**config.mk**
```make
export PLATFORM = sky130hd
export DESIGN_NAME = keypad_numeric_entry_timeout
export DESIGN_NICKNAME = d
export VERILOG_FILES = /design/src/design/kne_pkg.sv /design/src/design/keypad_numeric_entry_timeout.sv
export SDC_FILE = /design/constraint.sdc
export NUM_CORES = 1
export LEC_CHECK = 0
export BUFFER_PORTS_ARGS = -buffer_cell sky130_fd_sc_hd__buf_2
export CAP_MARGIN = 30
export CELL_PAD_IN_SITES_DETAIL_PLACEMENT = 0
export CELL_PAD_IN_SITES_GLOBAL_PLACEMENT = 1
export CORE_ASPECT_RATIO = 0.8
export CORE_MARGIN = 10
export CORE_UTILIZATION = 50
export CTS_CLUSTER_DIAMETER = 50
export CTS_CLUSTER_SIZE = 25
export DETAILED_ROUTE_END_ITERATION = 8
export PLACE_DENSITY = 0.91
export SLEW_MARGIN = 20
export SYNTH_ARGS = -nofsm -noshare
export SYNTH_HDL_FRONTEND = slang
export SYNTH_SLANG_ARGS = --single-unit
export TNS_END_PERCENT = 5
```
**constraint.sdc**
```tcl
create_clock -name i_clk -period 17.95 [get_ports i_clk]
set_input_delay 0.8975 -clock i_clk [delete_from_list [all_inputs] [get_ports i_clk]]
set_output_delay 0.8975 -clock i_clk [all_outputs]
set_load 0.1 [all_outputs]
```
**src/design/kne_pkg.sv**
```systemverilog
`timescale 1ns / 1ps
// ----------------------------------------------------------------------------
// kne_pkg
// Shared types, codes and widths for the keypad numeric entry block.
// ----------------------------------------------------------------------------
package kne_pkg;

    // field widths
    localparam int unsigned MODE_W   = 2;
    localparam int unsigned KEY_W    = 4;
    localparam int unsigned KIND_W   = 4;
    localparam int unsigned VALUE_W  = 10;
    localparam int unsigned POS_W    = 8;
    localparam int unsigned IDLE_W   = 16;
    localparam int unsigned RES_W    = 7;
    localparam int unsigned CFG_IDX_W  = 3;
    localparam int unsigned CFG_DATA_W = 16;

    // stream word widths
    localparam int unsigned IN_TDATA_W  = 8;
    localparam int unsigned OUT_TDATA_W = 24;

    // register reset values
    localparam logic [IDLE_W-1:0]  IDLE_LIMIT_RST     = 16'd5000;
    localparam logic               METRIC_RST         = 1'b0;
    localparam logic [VALUE_W-1:0] SPEED_MAX_MET_RST  = 10'd200;
    localparam logic [VALUE_W-1:0] SPEED_MAX_IMP_RST  = 10'd120;
    localparam logic [RES_W-1:0]   RES_MAX_RST        = 7'd30;
    localparam logic [VALUE_W-1:0] INCLINE_MAX_RST    = 10'd150;

    // largest three digit value
    localparam logic [VALUE_W-1:0] VALUE_MAX = 10'd999;

    // register indexes
    localparam logic [CFG_IDX_W-1:0] CFG_IDLE_LIMIT    = 3'd0;
    localparam logic [CFG_IDX_W-1:0] CFG_METRIC_UNITS  = 3'd1;
    localparam logic [CFG_IDX_W-1:0] CFG_SPEED_MAX_MET = 3'd2;
    localparam logic [CFG_IDX_W-1:0] CFG_SPEED_MAX_IMP = 3'd3;
    localparam logic [CFG_IDX_W-1:0] CFG_RES_MAX       = 3'd4;
    localparam logic [CFG_IDX_W-1:0] CFG_INCLINE_MAX   = 3'd5;

    // event codes
    typedef enum logic [MODE_W-1:0] {
        MODE_TICK  = 2'd0,
        MODE_DIGIT = 2'd1,
        MODE_CLEAR = 2'd2,
        MODE_TAKE  = 2'd3
    } t_mode;

    // setting being edited
    typedef enum logic [KIND_W-1:0] {
        KIND_SPEED      = 4'd0,
        KIND_RESISTANCE = 4'd1,
        KIND_INCLINE    = 4'd2,
        KIND_TIME       = 4'd3,
        KIND_WEIGHT     = 4'd4,
        KIND_AGE        = 4'd5,
        KIND_TIMEZONE   = 4'd6,
        KIND_LEVEL      = 4'd7,
        KIND_WATTS      = 4'd8,
        KIND_HEART_RATE = 4'd9
    } t_kind;

    // valid key codes
    localparam logic [KEY_W-1:0] KEY_MIN = 4'd1;
    localparam logic [KEY_W-1:0] KEY_MAX = 4'd10;

endpackage

```
**src/design/keypad_numeric_entry_timeout.sv**
```systemverilog
`timescale 1ns / 1ps
// ----------------------------------------------------------------------------
// keypad_numeric_entry_timeout
// Keypad numeric entry with idle timeout: ticks, digit keys, clear and take
// events update the entry state, one result word per event.
// ----------------------------------------------------------------------------
//  channel   | direction | handshake                      | payload
//  s_axis    | in        | s_axis_tvalid / s_axis_tready  | tdata key, kind; tuser mode
//  m_axis    | out       | m_axis_tvalid / m_axis_tready  | tdata value, digits, flags
//  cfg       | in        | i_cfg_valid / o_cfg_ready      | i_cfg_index, i_cfg_data
//
//  one word per cycle sustained while m_axis_tready stays high; an accepted
//  input word passes the input register, then the state update into the result register
//  the next state is combinational from the input register, so words follow back to back
//  reset is synchronous, active low, clears state and restores register defaults
//  a stalled result holds; the input register takes one more word, then
//  s_axis_tready drops until the result is taken
// ----------------------------------------------------------------------------
module keypad_numeric_entry_timeout
    import kne_pkg::*;
(
    input  logic                    i_clk,
    input  logic                    i_rst_n,
    // input word
    input  logic                    s_axis_tvalid,
    output logic                    s_axis_tready,
    input  logic [IN_TDATA_W-1:0]   s_axis_tdata,   // [3:0] key_code, [7:4] setting_kind
    input  logic [MODE_W-1:0]       s_axis_tuser,   // [1:0] mode
    // result word
    output logic                    m_axis_tvalid,
    input  logic                    m_axis_tready,
    output logic [OUT_TDATA_W-1:0]  m_axis_tdata,   // [9:0] entry_value,
                                                    // [17:10] digits_entered,
                                                    // [18] entry_active,
                                                    // [19] timeout_flag, [23:20] zero
    // configuration
    input  logic                    i_cfg_valid,
    output logic                    o_cfg_ready,
    input  logic [CFG_IDX_W-1:0]    i_cfg_index,
    input  logic [CFG_DATA_W-1:0]   i_cfg_data
);

    // configuration registers
    logic [IDLE_W-1:0]  r_idle_limit;
    logic               r_metric;
    logic [VALUE_W-1:0] r_speed_max_met;
    logic [VALUE_W-1:0] r_speed_max_imp;
    logic [RES_W-1:0]   r_res_max;
    logic [VALUE_W-1:0] r_incline_max;

    // input stage
    logic               r_in_valid;
    t_mode              r_in_mode;
    logic [KEY_W-1:0]   r_in_key;
    logic [KIND_W-1:0]  r_in_kind;

    // entry state
    logic [IDLE_W-1:0]  r_idle, n_idle;
    logic [VALUE_W-1:0] r_val, n_val;
    logic [POS_W-1:0]   r_pos, n_pos;
    logic               r_active, n_active;
    logic               r_await, n_await;
    logic               r_pend, n_pend;
    logic               n_flag_out;

    // result stage
    logic               r_out_valid;
    logic [VALUE_W-1:0] r_out_val;
    logic [POS_W-1:0]   r_out_pos;
    logic               r_out_active;
    logic               r_out_flag;

    logic               w_advance;
    logic               w_fire;
    logic               w_in_acc;

    // digit arithmetic
    logic [KEY_W-1:0]   w_d;
    logic [23:0]        w_q100_prod;
    logic [22:0]        w_q10_prod;
    logic [3:0]         w_q100;
    logic [6:0]         w_q10;
    logic [6:0]         w_m100;
    logic [3:0]         w_m10;
    logic [13:0]        w_t;
    logic [VALUE_W-1:0] w_w100;
    logic [6:0]         w_w10;
    logic [10:0]        w_sum;
    logic [VALUE_W-1:0] w_sum_mod;
    logic [VALUE_W-1:0] w_speed_lim;
    logic [VALUE_W-1:0] w_cap_lim;
    logic               w_key_ok;

    // handshake
    assign w_advance     = !r_out_valid || m_axis_tready;
    assign s_axis_tready = !r_in_valid || w_advance;
    assign w_in_acc      = s_axis_tvalid && s_axis_tready;
    assign w_fire        = r_in_valid && w_advance;
    assign o_cfg_ready   = 1'b1;

    // configuration writes
    always_ff @(posedge i_clk) begin
        if (!i_rst_n) begin
            r_idle_limit    <= IDLE_LIMIT_RST;
            r_metric        <= METRIC_RST;
            r_speed_max_met <= SPEED_MAX_MET_RST;
            r_speed_max_imp <= SPEED_MAX_IMP_RST;
            r_res_max       <= RES_MAX_RST;
            r_incline_max   <= INCLINE_MAX_RST;
        end else if (i_cfg_valid) begin
            case (i_cfg_index)
                CFG_IDLE_LIMIT:    r_idle_limit    <= i_cfg_data;
                CFG_METRIC_UNITS:  r_metric        <= i_cfg_data[0];
                CFG_SPEED_MAX_MET: r_speed_max_met <= i_cfg_data[VALUE_W-1:0];
                CFG_SPEED_MAX_IMP: r_speed_max_imp <= i_cfg_data[VALUE_W-1:0];
                CFG_RES_MAX:       r_res_max       <= i_cfg_data[RES_W-1:0];
                CFG_INCLINE_MAX:   r_incline_max   <= i_cfg_data[VALUE_W-1:0];
                default: ;
            endcase
        end
    end

    // input register
    always_ff @(posedge i_clk) begin
        if (!i_rst_n) begin
            r_in_valid <= 1'b0;
        end else if (w_in_acc) begin
            r_in_valid <= 1'b1;
        end else if (w_fire) begin
            r_in_valid <= 1'b0;
        end
    end

    always_ff @(posedge i_clk) begin
        if (w_in_acc) begin
            r_in_mode <= t_mode'(s_axis_tuser);
            r_in_key  <= s_axis_tdata[KEY_W-1:0];
            r_in_kind <= s_axis_tdata[KEY_W+KIND_W-1:KEY_W];
        end
    end

    // decimal pieces of the current value: last digit and last two digits
    always_comb begin
        w_d         = r_in_key - KEY_MIN;
        w_q100_prod = 24'(r_val) * 24'd5243;
        w_q100      = w_q100_prod[22:19];
        w_m100      = 7'(r_val - 10'(w_q100) * 10'd100);
        w_q10_prod  = 23'(r_val) * 23'd6554;
        w_q10       = w_q10_prod[22:16];
        w_m10       = 4'(r_val - 10'(w_q10) * 10'd10);
        w_t         = 14'(r_val) * 14'd10 + 14'(w_d);
        w_w100      = 10'(w_m100) * 10'd10 + 10'(w_d);
        w_w10       = 7'(w_m10) * 7'd10 + 7'(w_d);
        w_sum       = 11'(r_val) + 11'(w_d);
        w_sum_mod   = (w_sum > 11'(VALUE_MAX)) ? 10'(w_sum - 11'd1000) : w_sum[VALUE_W-1:0];
        w_speed_lim = r_metric ? r_speed_max_met : r_speed_max_imp;
        w_cap_lim   = (r_in_kind == KIND_SPEED) ? w_speed_lim : r_incline_max;
        w_key_ok    = (r_in_key >= KEY_MIN) && (r_in_key <= KEY_MAX);
    end

    // next state for one event
    always_comb begin
        n_idle   = r_idle;
        n_val    = r_val;
        n_pos    = r_pos;
        n_active = r_active;
        n_await  = r_await;
        n_pend   = r_pend;
        case (r_in_mode)
            MODE_TICK: begin
                if (r_idle >= r_idle_limit) begin
                    n_idle   = '0;
                    n_val    = '0;
                    n_pos    = '0;
                    n_active = 1'b0;
                    if (r_await) begin
                        n_await = 1'b0;
                        n_pend  = 1'b1;
                    end
                end else begin
                    n_idle = r_idle + 16'd1;
                end
            end
            MODE_DIGIT: begin
                if (w_key_ok) begin
                    n_idle   = '0;
                    n_active = 1'b1;
                    n_await  = 1'b1;
                    n_pend   = 1'b0;
                    if (r_in_kind <= KIND_HEART_RATE) begin
                        n_pos = r_pos + 8'd1;
                        case (r_in_kind) inside
                            // three digit settings
                            KIND_SPEED, KIND_INCLINE, KIND_WEIGHT,
                            KIND_WATTS, KIND_HEART_RATE: begin
                                if (n_pos == 8'd1) begin
                                    n_val = 10'(w_d) * 10'd10;
                                end else if (n_pos == 8'd2) begin
                                    n_val = w_sum_mod;
                                end else if (n_pos == 8'd3) begin
                                    if (r_in_kind == KIND_SPEED &&
                                        w_t > 14'(w_speed_lim)) begin
                                        n_val = 10'(w_w10);
                                    end else if (w_t > 14'(VALUE_MAX)) begin
                                        n_val = w_w100;
                                    end else begin
                                        n_val = w_t[VALUE_W-1:0];
                                    end
                                end else if (n_pos == 8'd4) begin
                                    n_pos = 8'd3;
                                    if ((r_in_kind == KIND_SPEED ||
                                         r_in_kind == KIND_INCLINE) &&
                                        w_w100 > w_cap_lim) begin
                                        n_val = 10'(w_w10);
                                    end else begin
                                        n_val = w_w100;
                                    end
                                end
                            end
                            // two digit settings
                            KIND_TIME, KIND_AGE: begin
                                if (n_pos == 8'd1) begin
                                    n_val = 10'(w_d) * 10'd10;
                                end else if (n_pos == 8'd2) begin
                                    n_val = w_sum_mod;
                                end else if (n_pos == 8'd3) begin
                                    n_pos = 8'd2;
                                    n_val = 10'(w_w10);
                                end
                            end
                            // single digit first settings
                            default: begin
                                if (n_pos == 8'd1) begin
                                    n_val = 10'(w_d);
                                end else if (n_pos == 8'd2) begin
                                    n_pos = 8'd1;
                                    if (r_in_kind == KIND_RESISTANCE &&
                                        w_w10 > r_res_max) begin
                                        n_val = 10'(w_d);
                                    end else begin
                                        n_val = 10'(w_w10);
                                    end
                                end
                            end
                        endcase
                    end
                end
            end
            MODE_CLEAR: begin
                n_val    = '0;
                n_pos    = '0;
                n_active = 1'b0;
            end
            MODE_TAKE: begin
                n_pend = 1'b0;
            end
            default: ;
        endcase
    end

    // reported flag: value before a take clears it
    assign n_flag_out = (r_in_mode == MODE_TAKE) ? r_pend : n_pend;

    // entry state update
    always_ff @(posedge i_clk) begin
        if (!i_rst_n) begin
            r_idle   <= '0;
            r_val    <= '0;
            r_pos    <= '0;
            r_active <= 1'b0;
            r_await  <= 1'b0;
            r_pend   <= 1'b0;
        end else if (w_fire) begin
            r_idle   <= n_idle;
            r_val    <= n_val;
            r_pos    <= n_pos;
            r_active <= n_active;
            r_await  <= n_await;
            r_pend   <= n_pend;
        end
    end

    // result register
    always_ff @(posedge i_clk) begin
        if (!i_rst_n) begin
            r_out_valid <= 1'b0;
        end else if (w_fire) begin
            r_out_valid <= 1'b1;
        end else if (m_axis_tready) begin
            r_out_valid <= 1'b0;
        end
    end

    always_ff @(posedge i_clk) begin
        if (w_fire) begin
            r_out_val    <= n_val;
            r_out_pos    <= n_pos;
            r_out_active <= n_active;
            r_out_flag   <= n_flag_out;
        end
    end

    assign m_axis_tvalid = r_out_valid;
    assign m_axis_tdata  = {4'b0000, r_out_flag, r_out_active, r_out_pos, r_out_val};

endmodule

```
==> results of run 1 <==
==> sequential cells by signal, indices dropped and copies added, names as in the netlist, 7 cells and up <==
name	count
r_pos	8
r_speed_max_imp	10
r_out_pos	8
r_incline_max	10
r_val	10
r_speed_max_met	10
r_out_val	10
r_res_max	7
r_idle_limit	16
r_idle	16
==> placed cells by master (no fill, tap or decap), types with 16 or more instances in the layout <==
master and instances:
and3_1 18, edfxtp_1 30, xor2_1 26, nand4_1 16, ha_1 205, nor3_1 19
mux2i_1 20, dfxtp_1 93, buf_2 57, nand3_1 35, a21oi_1 57, nor2b_1 30
inv_1 169, fa_1 68, xnor2_1 37, nor2_1 81, o21ai_0 77, nand2_1 185
a21boi_0 48, a21o_1 28, clkbuf_16 18, a211oi_1 16, o211ai_1 24
==> power breakdown <==
group	leakage [nW]	internal (mW)	switching, mW	total, mW
clock	0.293	0.204	0.149	0.353
sequential	1.05	0.293	0.00964	0.303
combinational	5.67	0.0779	0.153	0.230
==> metal layers <==
| layer | wire [µm] | global-route usage, % | vias up |
|---|---|---|---|
| li1 | - | - | 5614 |
| met5 | 0 | 0 | - |
| met1 | 18400 | 33.2 | 5601 |
| met4 | 537 | 4.89 | 0 |
| met3 | 3470 | 5.51 | 43 |
| met2 | 16200 | 32.5 | 432 |
==> logic make-up (layout without fill, tap and decap cells) <==
family	count (synthesis)	count (layout)	synth area share, %
XOR/XNOR	64	64	4.26
multiplexers	25	25	1.90
other	2	5	0.0558
adder cells (fa/ha/maj)	274	274	29.2
buffers and inverters	230	273	6.65
AO/OA/AOI/OAI	383	383	20.4
AND/OR/NAND/NOR	467	467	17.0
flip-flops	123	123	20.5
==> worst min-delay path, delay by kind of cell, from the launching register on <==
kind	cells	cell delay, ns
flops	1	0.30
compound gates	1	0.06
simple gates	1	0.04
==> metrics by stage <==
stage / instance area, µm² / setup slack (ns)
finish: 14700 / 5.98
global route: 14700 / 5.22
CTS: 14700 / 6.15
detailed placement: 14100 / 6.23
global placement: 14100 / 6.62
floorplan: 13500 / 7.73
==> area by class of cell <==
class / instances / area [µm²] / area share [%]
multi-input combinational: 1218 / 9850 / 67.1
tap: 357 / 447 / 3.04
sequential: 123 / 2760 / 18.8
inverter: 170 / 638 / 4.35
clock buffer: 18 / 450 / 3.07
timing repair buffer: 71 / 390 / 2.66
clock inverter: 14 / 143 / 0.972
==> worst paths after layout <==
check	endpoint	cells past startpoint	from	slack, ns
worst max-delay path	r_out_val[7]	46	r_val[1]	5.98
worst min-delay path	r_incline_max[6]	2	r_incline_max[6]	0.46
worst max register to register	r_out_val[7]	46	r_val[1]	5.98
worst min register to register	r_incline_max[6]	2	r_incline_max[6]	0.46
==> key figures, run 1 <==
Clock network
  • TritonCTS clock tree: yes
  • H-tree lvl count: 4
  • # clock sinks: 123
  • Clk pin slew, worst setup/hold paths: 0.07 ns
  • Worst-Skew Late Latency: 0.43 ns
  • Worst-case clock buffer depth: 2
  • Post_cts resized: 0
  • Post-CTS setup buffers: 0
  • Clock root cell: clkbuf_16
  • CTS Buf Count: 17
  • Hold buffers post-CTS: 0

STA
  • Tmin final: 11.97 ns
  • Worst Skew: 0.0148 ns
  • Setup TNS: 0 ns
  • RSZ-0062 raised after global routing: false
  • Final Setup Violations: 0
  • Final Hold Vio Count: 0
  • Worst slew margin: 38.2%
  • Hold_ws: 0.461 ns
  • Worst Tran Pin Value: 0.927 ns
  • Tcrit/Tclk final: 66.7%
  • Max-slew violations: 0
  • Maximum clock frequency: 0.0835 GHz

Global route
  • Number of global-route vias before repair: 11,229
  • Initial antenna violation count: 0
  • Global-route wire length before repair: 62.1 mm
  • Overall Global Routing Usage: 22.6%
  • GRT overflow: 0
  • Largest net degree at the start of global routing: 95

Setup path
  • Crit path max-delay family: compound AO/OA/AOI/OAI gates
  • CP Capture Type: flop
  • Largest stage delay on the critical path: 0.75 ns
  • CP Class: reg2reg
  • Required time worst endpoint: 18.21 ns
  • Worst Path Arrival: 12.23 ns
  • Worst Path Max Fanout: 12
  • Top cell by count, worst path: ha_1
  • Worst Setup Start Kind: flop
  • Critical path's slowest cell: dfxtp_1
  • Buf+Inv Stages, Crit Path: 5

Logic synthesis
  • Post-Syn Area per Cell: 8.59 µm²
  • Largest cells by area after synthesis: ha_1, dfxtp_1, fa_1, edfxtp_1, nand2_1
  • Number of synthesized flops with an enable pin: 30
  • Async S/R FF share, synth: 0%
  • Ys Warns: 0
  • Yosys cell types: 94
  • Yosys reg bits: 123
  • Mapped Cells: 1,568
  • Synth Flop Type: dfxtp_1
  • Synth top cells by count: ha_1, nand2_1, inv_1
  • Most frequent cell after synthesis: ha_1
  • Yosys top cell area share: 19.0%
  • Synth area leader: ha_1
  • Sequential area share after synthesis: 20.5%
  • Syn Std Cell Area: 13,500 µm²

Final layout
  • Nets: 1,908
  • Fill count: 2,512
  • N_diodes: 0
  • Syn-to-layout area delta: 8.98%
  • Final Core Density: 55.6%
  • Layout cells sized above 1: 9.05%
  • Final cell count without fillers: 1,971

Placed design
  • Post-DP HPWL: 30.3 mm
  • Inst Count DP: 1,939
  • RD Place Congestion: 1.02
  • Port Buffers: 55

Floorplanning
  • Core box area: 26,400 µm²
  • IO Count: 61
  • Full die area: 33,900 µm²
  • Initial core utilization: 51.0%
  • Die extent in y: 167 µm
  • # rows: 53
  • Die W: 204 µm

Route
  • Total number of vias: 11,690
  • First-pass iteration count of the detailed router: 7
  • Routed wire length: 38.6 mm
  • Via/cell ratio: 5.93
  • DR WL/cell: 19.6 µm
  • Initial drt markers: 1,171
  • Post-DRT Antenna Nets: 0
  • Post-route DRC: 0

Power and ir drop
  • Leak: 7.01 nW
  • PwrDens: 60.3 nW/µm²
  • Overall Power: 0.886 mW
  • VDD IR max: 0.0691 mV

Hold path
  • Min-delay worst type: reg2reg

Outcome
  • Status: finished clean

Run
  • Max-cap viol count: 0
No activity file was read; power rests on OpenSTA's default activity.
==> run 2: changes to the inputs <==
- CORE_UTILIZATION: 50 -> 49
- PLACE_DENSITY: 0.91 -> 0.89
- clock period: 17.95 -> 12.1 ns (I/O delays scaled with it)
==> run 2 against run 1 <==
  * Maximum frequency grew 6.5%
  * Critical path depth grew 1
  * Final cell count grew 0.61%
  * Setup slack lost 5.1 ns
  * Highest routed layer unchanged
  * Largest cell class unchanged
  * Die area grew 1.8%
  * Sequential share of layout area is essentially flat
  * Global-route usage shrank 0.62 points
  * Combinational power grew 48%
  * Sequential power grew 48%
  * Register-to-register slack lost 5.1 ns
==> key figures, run 2 (synthesis gave the netlist of run 1 again) <==
Outcome
  • Status: finished clean

Final layout
  • Fill count: 2,485
  • Highest-count cells in the layout ignoring fill and taps: ha_1, nand2_1, inv_1, dfxtp_1, nor2_1
  • Post-route design area: 14,700 µm²
  • Nets: 1,913
  • Syn-to-layout area delta: 9.27%
  • Commonest non-fill, non-tap cell in the layout: ha_1
  • N_diodes: 0
  • Layout cells sized above 1: 9.51%
  • Largest regs: r_idle x16, r_idle_limit x16

Clock network
  • Hold buffers post-CTS: 0
  • Worst-case clock buffer depth: 2
  • CTS Buf Count: 17
  • Worst-Skew Late Latency: 0.44 ns
  • Clk pin slew, worst setup/hold paths: 0.06 ns
  • TritonCTS clock tree: yes
  • Clock root cell: clkbuf_16
  • H-tree lvl count: 4
  • # clock sinks: 123

STA
  • Maximum clock frequency: 0.0889 GHz
  • Max-slew violations: 0
  • RSZ-0062 raised after global routing: false
  • Worst slew margin: 37.8%
  • Worst Tran Pin Value: 0.932 ns
  • Tmin final: 11.25 ns
  • Final Setup Violations: 0
  • Final Hold Vio Count: 0
  • Tcrit/Tclk final: 92.9%
  • Setup TNS: 0 ns
  • Worst Skew: 0.0122 ns

Global route
  • Initial antenna violation count: 0
  • Overall Global Routing Usage: 22.0%
  • Global-route wire length before repair: 60.8 mm
  • Met3 Use GR: 5.37%
  • Largest net degree at the start of global routing: 95
  • GR Layer Usage met1: 31.8%
  • Number of global-route vias before repair: 11,220
  • GRT overflow: 0
  • Top Usage Layer GRT: met2
  • Met2 usage: 32.2%

Setup path
  • CP Class: reg2reg
  • Top cell by count, worst path: ha_1
  • CP Capture Type: flop
  • Worst Setup Start Kind: flop
  • Worst Path Max Fanout: 10
  • Required time worst endpoint: 12.29 ns
  • Largest stage delay on the critical path: 0.61 ns
  • Worst Path Arrival: 11.43 ns
  • Critical path's slowest cell: dfxtp_1

Hold path
  • Min-delay worst type: in2reg

Route
  • Routed wire length: 38.1 mm
  • First-pass iteration count of the detailed router: 6
  • DR WL/cell: 19.2 µm
  • Total number of vias: 11,576
  • Post-route DRC: 0
  • Via/cell ratio: 5.84
  • Initial drt markers: 1,005
  • Post-DRT Antenna Nets: 0

Floorplanning
  • Die W: 205 µm
  • Die extent in y: 168 µm
  • Core box area: 27,200 µm²
  • Initial core utilization: 49.6%
  • IO Count: 61
  • Full die area: 34,600 µm²
  • # rows: 54

Placed design
  • Post-DP HPWL: 30.2 mm
  • Port Buffers: 55
  • RD Place Congestion: 1.00
  • Placed Area: 14,100 µm²

Power and ir drop
  • PwrDens: 87.4 nW/µm²
  • Leak: 7.02 nW
  • VDD IR max: 0.0977 mV

Run
  • Max-cap viol count: 0
## run 2: changes by cell type in the layout (fill, tap and decap cells not counted), moves of 2 or more
cell | previous run | this run
inv_6 | 8 | 1
buf_4 | 14 | 19
dfxtp_1 | 93 | 89
dfxtp_2 | 0 | 4
clkinv_4 | 0 | 3
clkbuf_8 | 0 | 2
clkinv_2 | 0 | 2
inv_8 | 2 | 0
## run 2: cell type report
cell class              count  area (µm²)  area share, %
clock buffers              21         503           3.42
clock inverters            11        78.8          0.536
multi-input cells        1218        9850           66.9
inverters                 170         638           4.34
well taps                 364         455           3.09
repair buffers             76         427           2.90
flip-flops and latches    123        2770           18.8
## run 2: worst paths after layout
check	from	to	slack (ns)	cells past startpoint
worst max-delay path	r_val[5]	r_out_val[3]	0.85	47
worst min-delay path	s_axis_tuser[0]	r_in_mode[0]	0.35	1
worst max register to register	r_val[5]	r_out_val[3]	0.85	47
worst min register to register	r_incline_max[9]	r_incline_max[9]	0.46	2
## run 2: per-layer routing
metal | routed length, µm | up-vias
li1 | - | 5617
met1 | 18300 | 5466
met2 | 16000 | 442
met3 | 3260 | 51
met4 | 532 | 0
met5 | 0 | -
## run 2: stage by stage
step	total power, mW	setup slack, ns	utilization [%]	hold WS, ns	cells
after floorplan	0.698	1.88	-	0.435	1571
after global placement	0.785	1.16	51.9	0.448	1947
after detailed placement	0.790	0.692	52.0	0.451	1948
after CTS	1.29	0.628	54.1	0.329	1980
after global routing	1.34	0.0163	54.2	0.342	1983
final	1.29	0.854	54.2	0.350	1983
## run 2: where the power goes
| part | total [mW] | switching, mW | internal, mW |
|---|---|---|---|
| Combinational | 0.341 | 0.226 | 0.115 |
| Clock | 0.497 | 0.200 | 0.298 |
| Sequential | 0.448 | 0.0133 | 0.435 |
| Total | 1.29 | 0.439 | 0.848 |
## run 2: critical path: cells and delay by family (launching register included)
family / cells / cell delay, ns
fa+ha+maj: 11 / 3.98
compound gates: 17 / 3.29
simple gates: 13 / 1.85
buf+inv: 4 / 0.71
flops: 1 / 0.61
mux: 1 / 0.34
xor+xnor: 1 / 0.18
## run 2: timing repair
action | CTS | global route
resized for setup | 0 | 4
setup buffers | 0 | 2
setup endpoints to repair | 0 | 8
==> run 3: changes to the inputs <==
- BUFFER_PORTS_ARGS: -buffer_cell sky130_fd_sc_hd__buf_2 -> default
- CORE_UTILIZATION: 49 -> 50
- DONT_BUFFER_PORTS: default -> 1
- PLACE_DENSITY: 0.89 -> 0.88
- TNS_END_PERCENT: 5 -> 50
==> run 3 against run 2 <==
  * Cell area shrank 2.0%
  * Sequential power grew 5.8%
  * Global-route usage grew 0.80 points
  * Worst hold slack lost 0.080 ns
  * First-iteration DRC count grew 34%
  * Final cell count shrank 3.0%
  * Wire length grew 1.0%
  * Sequential cell count is the same
  * Die area shrank 1.8%
  * Sequential share of layout area grew 0.36 points
==> key figures, run 3 (synthesis gave the netlist of run 1 again) <==
Final layout
  • Largest regs: r_idle x16, r_idle_limit x16
  • Nets: 1,861
  • Post-route design area: 14,400 µm²
  • Final Core Density: 54.7%
  • Highest-count cells in the layout ignoring fill and taps: ha_1, nand2_1, inv_1, dfxtp_1, nor2_1
  • Commonest non-fill, non-tap cell in the layout: ha_1
  • Layout cells sized above 1: 6.26%
  • Final cell count without fillers: 1,923
  • Syn-to-layout area delta: 7.12%
  • N_diodes: 0

Global route
  • GRT overflow: 0
  • Overall Global Routing Usage: 22.8%
  • Number of global-route vias before repair: 11,262
  • Initial antenna violation count: 0
  • Global-route wire length before repair: 62.2 mm
  • Largest net degree at the start of global routing: 95

Setup path
  • R2r setup slk: 0.99 ns
  • Required time worst endpoint: 12.36 ns
  • R2R depth: 49
  • Worst r2r src: r_val[4]
  • Worst Setup Start Kind: flop
  • Critical path's slowest cell: fa_1
  • Crit path max-delay family: adder cells
  • CP Capture Type: flop
  • CP Class: reg2reg
  • Worst Path Max Fanout: 11
  • Buf+Inv Stages, Crit Path: 5
  • Largest stage delay on the critical path: 0.64 ns
  • Top cell by count, worst path: ha_1
  • Worst Path Arrival: 11.37 ns
  • RR Endpoint: r_out_val[7]

Floorplanning
  • Initial core utilization: 51.0%
  • # rows: 53
  • Core box area: 26,400 µm²
  • IO Count: 61
  • Full die area: 33,900 µm²
  • Die W: 204 µm
  • Die extent in y: 167 µm

Clock network
  • Worst-Skew Late Latency: 0.43 ns
  • TritonCTS clock tree: yes
  • H-tree lvl count: 4
  • CTS Buf Count: 17
  • Clk pin slew, worst setup/hold paths: 0.06 ns
  • # clock sinks: 123
  • Worst-case clock buffer depth: 2
  • Hold buffers post-CTS: 0
  • Clock root cell: clkbuf_16

Placed design
  • Post-DP HPWL: 30.5 mm
  • Inst Count DP: 1,890
  • RD Place Congestion: 0.982
  • Placed Area: 13,800 µm²
  • Setup WS pre-CTS: 0.794 ns
  • Port Buffers: 0

Route
  • Post-route DRC: 0
  • Via/cell ratio: 6.00
  • Routed wire length: 38.5 mm
  • Initial drt markers: 1,344
  • Post-DRT Antenna Nets: 0
  • Total number of vias: 11,543
  • First-pass iteration count of the detailed router: 6
  • DR WL/cell: 20.0 µm

Hold path
  • Hold_sp: s_axis_tdata[4]
  • Min-delay worst type: in2reg
  • Hold-critical path depth: 0
  • WHS Endpoint: r_in_kind[0]

STA
  • Hold_ws: 0.270 ns
  • Setup TNS: 0 ns
  • RSZ-0062 raised after global routing: false
  • Worst slew margin: 30.8%
  • Tcrit/Tclk final: 91.9%
  • Max-slew violations: 0
  • Tmin final: 11.11 ns
  • Maximum clock frequency: 0.0900 GHz
  • Setup WS post-layout: 0.985 ns
  • Worst Skew: 0.0138 ns
  • Worst Tran Pin Value: 1.04 ns
  • Final Hold Vio Count: 0
  • Final Setup Violations: 0

Power and ir drop
  • Leak: 6.82 nW
  • VDD IR max: 0.0972 mV
  • Overall Power: 1.28 mW
  • PwrDens: 88.6 nW/µm²

Outcome
  • Status: finished clean

Run
  • Max-cap viol count: 0
==> run 3: area by class of cell <==
| class | instances | area [µm²] |
|---|---|---|
| clock inverter | 12 | 111 |
| multi-input combinational | 1218 | 9840 |
| timing repair buffer | 24 | 169 |
| sequential | 123 | 2770 |
| inverter | 170 | 638 |
| clock buffer | 19 | 464 |
| tap | 357 | 447 |
| fill | 2467 | 12000 |
==> run 3: routing by layer <==
| metal | wire [µm] | global-route usage (%) | share of wire, % |
|---|---|---|---|
| met1 | 18000 | 32.6 | 47 |
| met2 | 16200 | 33.5 | 42 |
| met3 | 3740 | 6.38 | 9.7 |
| met4 | 539 | 4.47 | 1.4 |
| met5 | 0 | 0 | 0 |
==> run 3: power breakdown <==
group | internal, mW | switching, mW
Sequential | 0.435 | 0.0389
Clock | 0.300 | 0.204
Combinational | 0.110 | 0.190
Total | 0.846 | 0.433
==> run 3: worst max path at each step <==
stage          cells after the start            to  slack [ns]  startpoint
2_1_floorplan                     47  r_out_val[7]        1.88    r_val[3]
6_report                          49  r_out_val[7]        0.99    r_val[4]
3_5_place_dp                      47  r_out_val[7]        0.79    r_val[8]
3_3_place_gp                      47  r_out_val[3]        1.14    r_val[8]
4_1_cts                           47  r_out_val[3]        0.72    r_val[8]
5_1_grt                           48  r_out_val[7]        0.08    r_val[4]
==> run 3: what timing repair did <==
action	CTS	global route
resized for setup	0	2
setup buffers	0	2
endpoints found under the setup margin	0	9
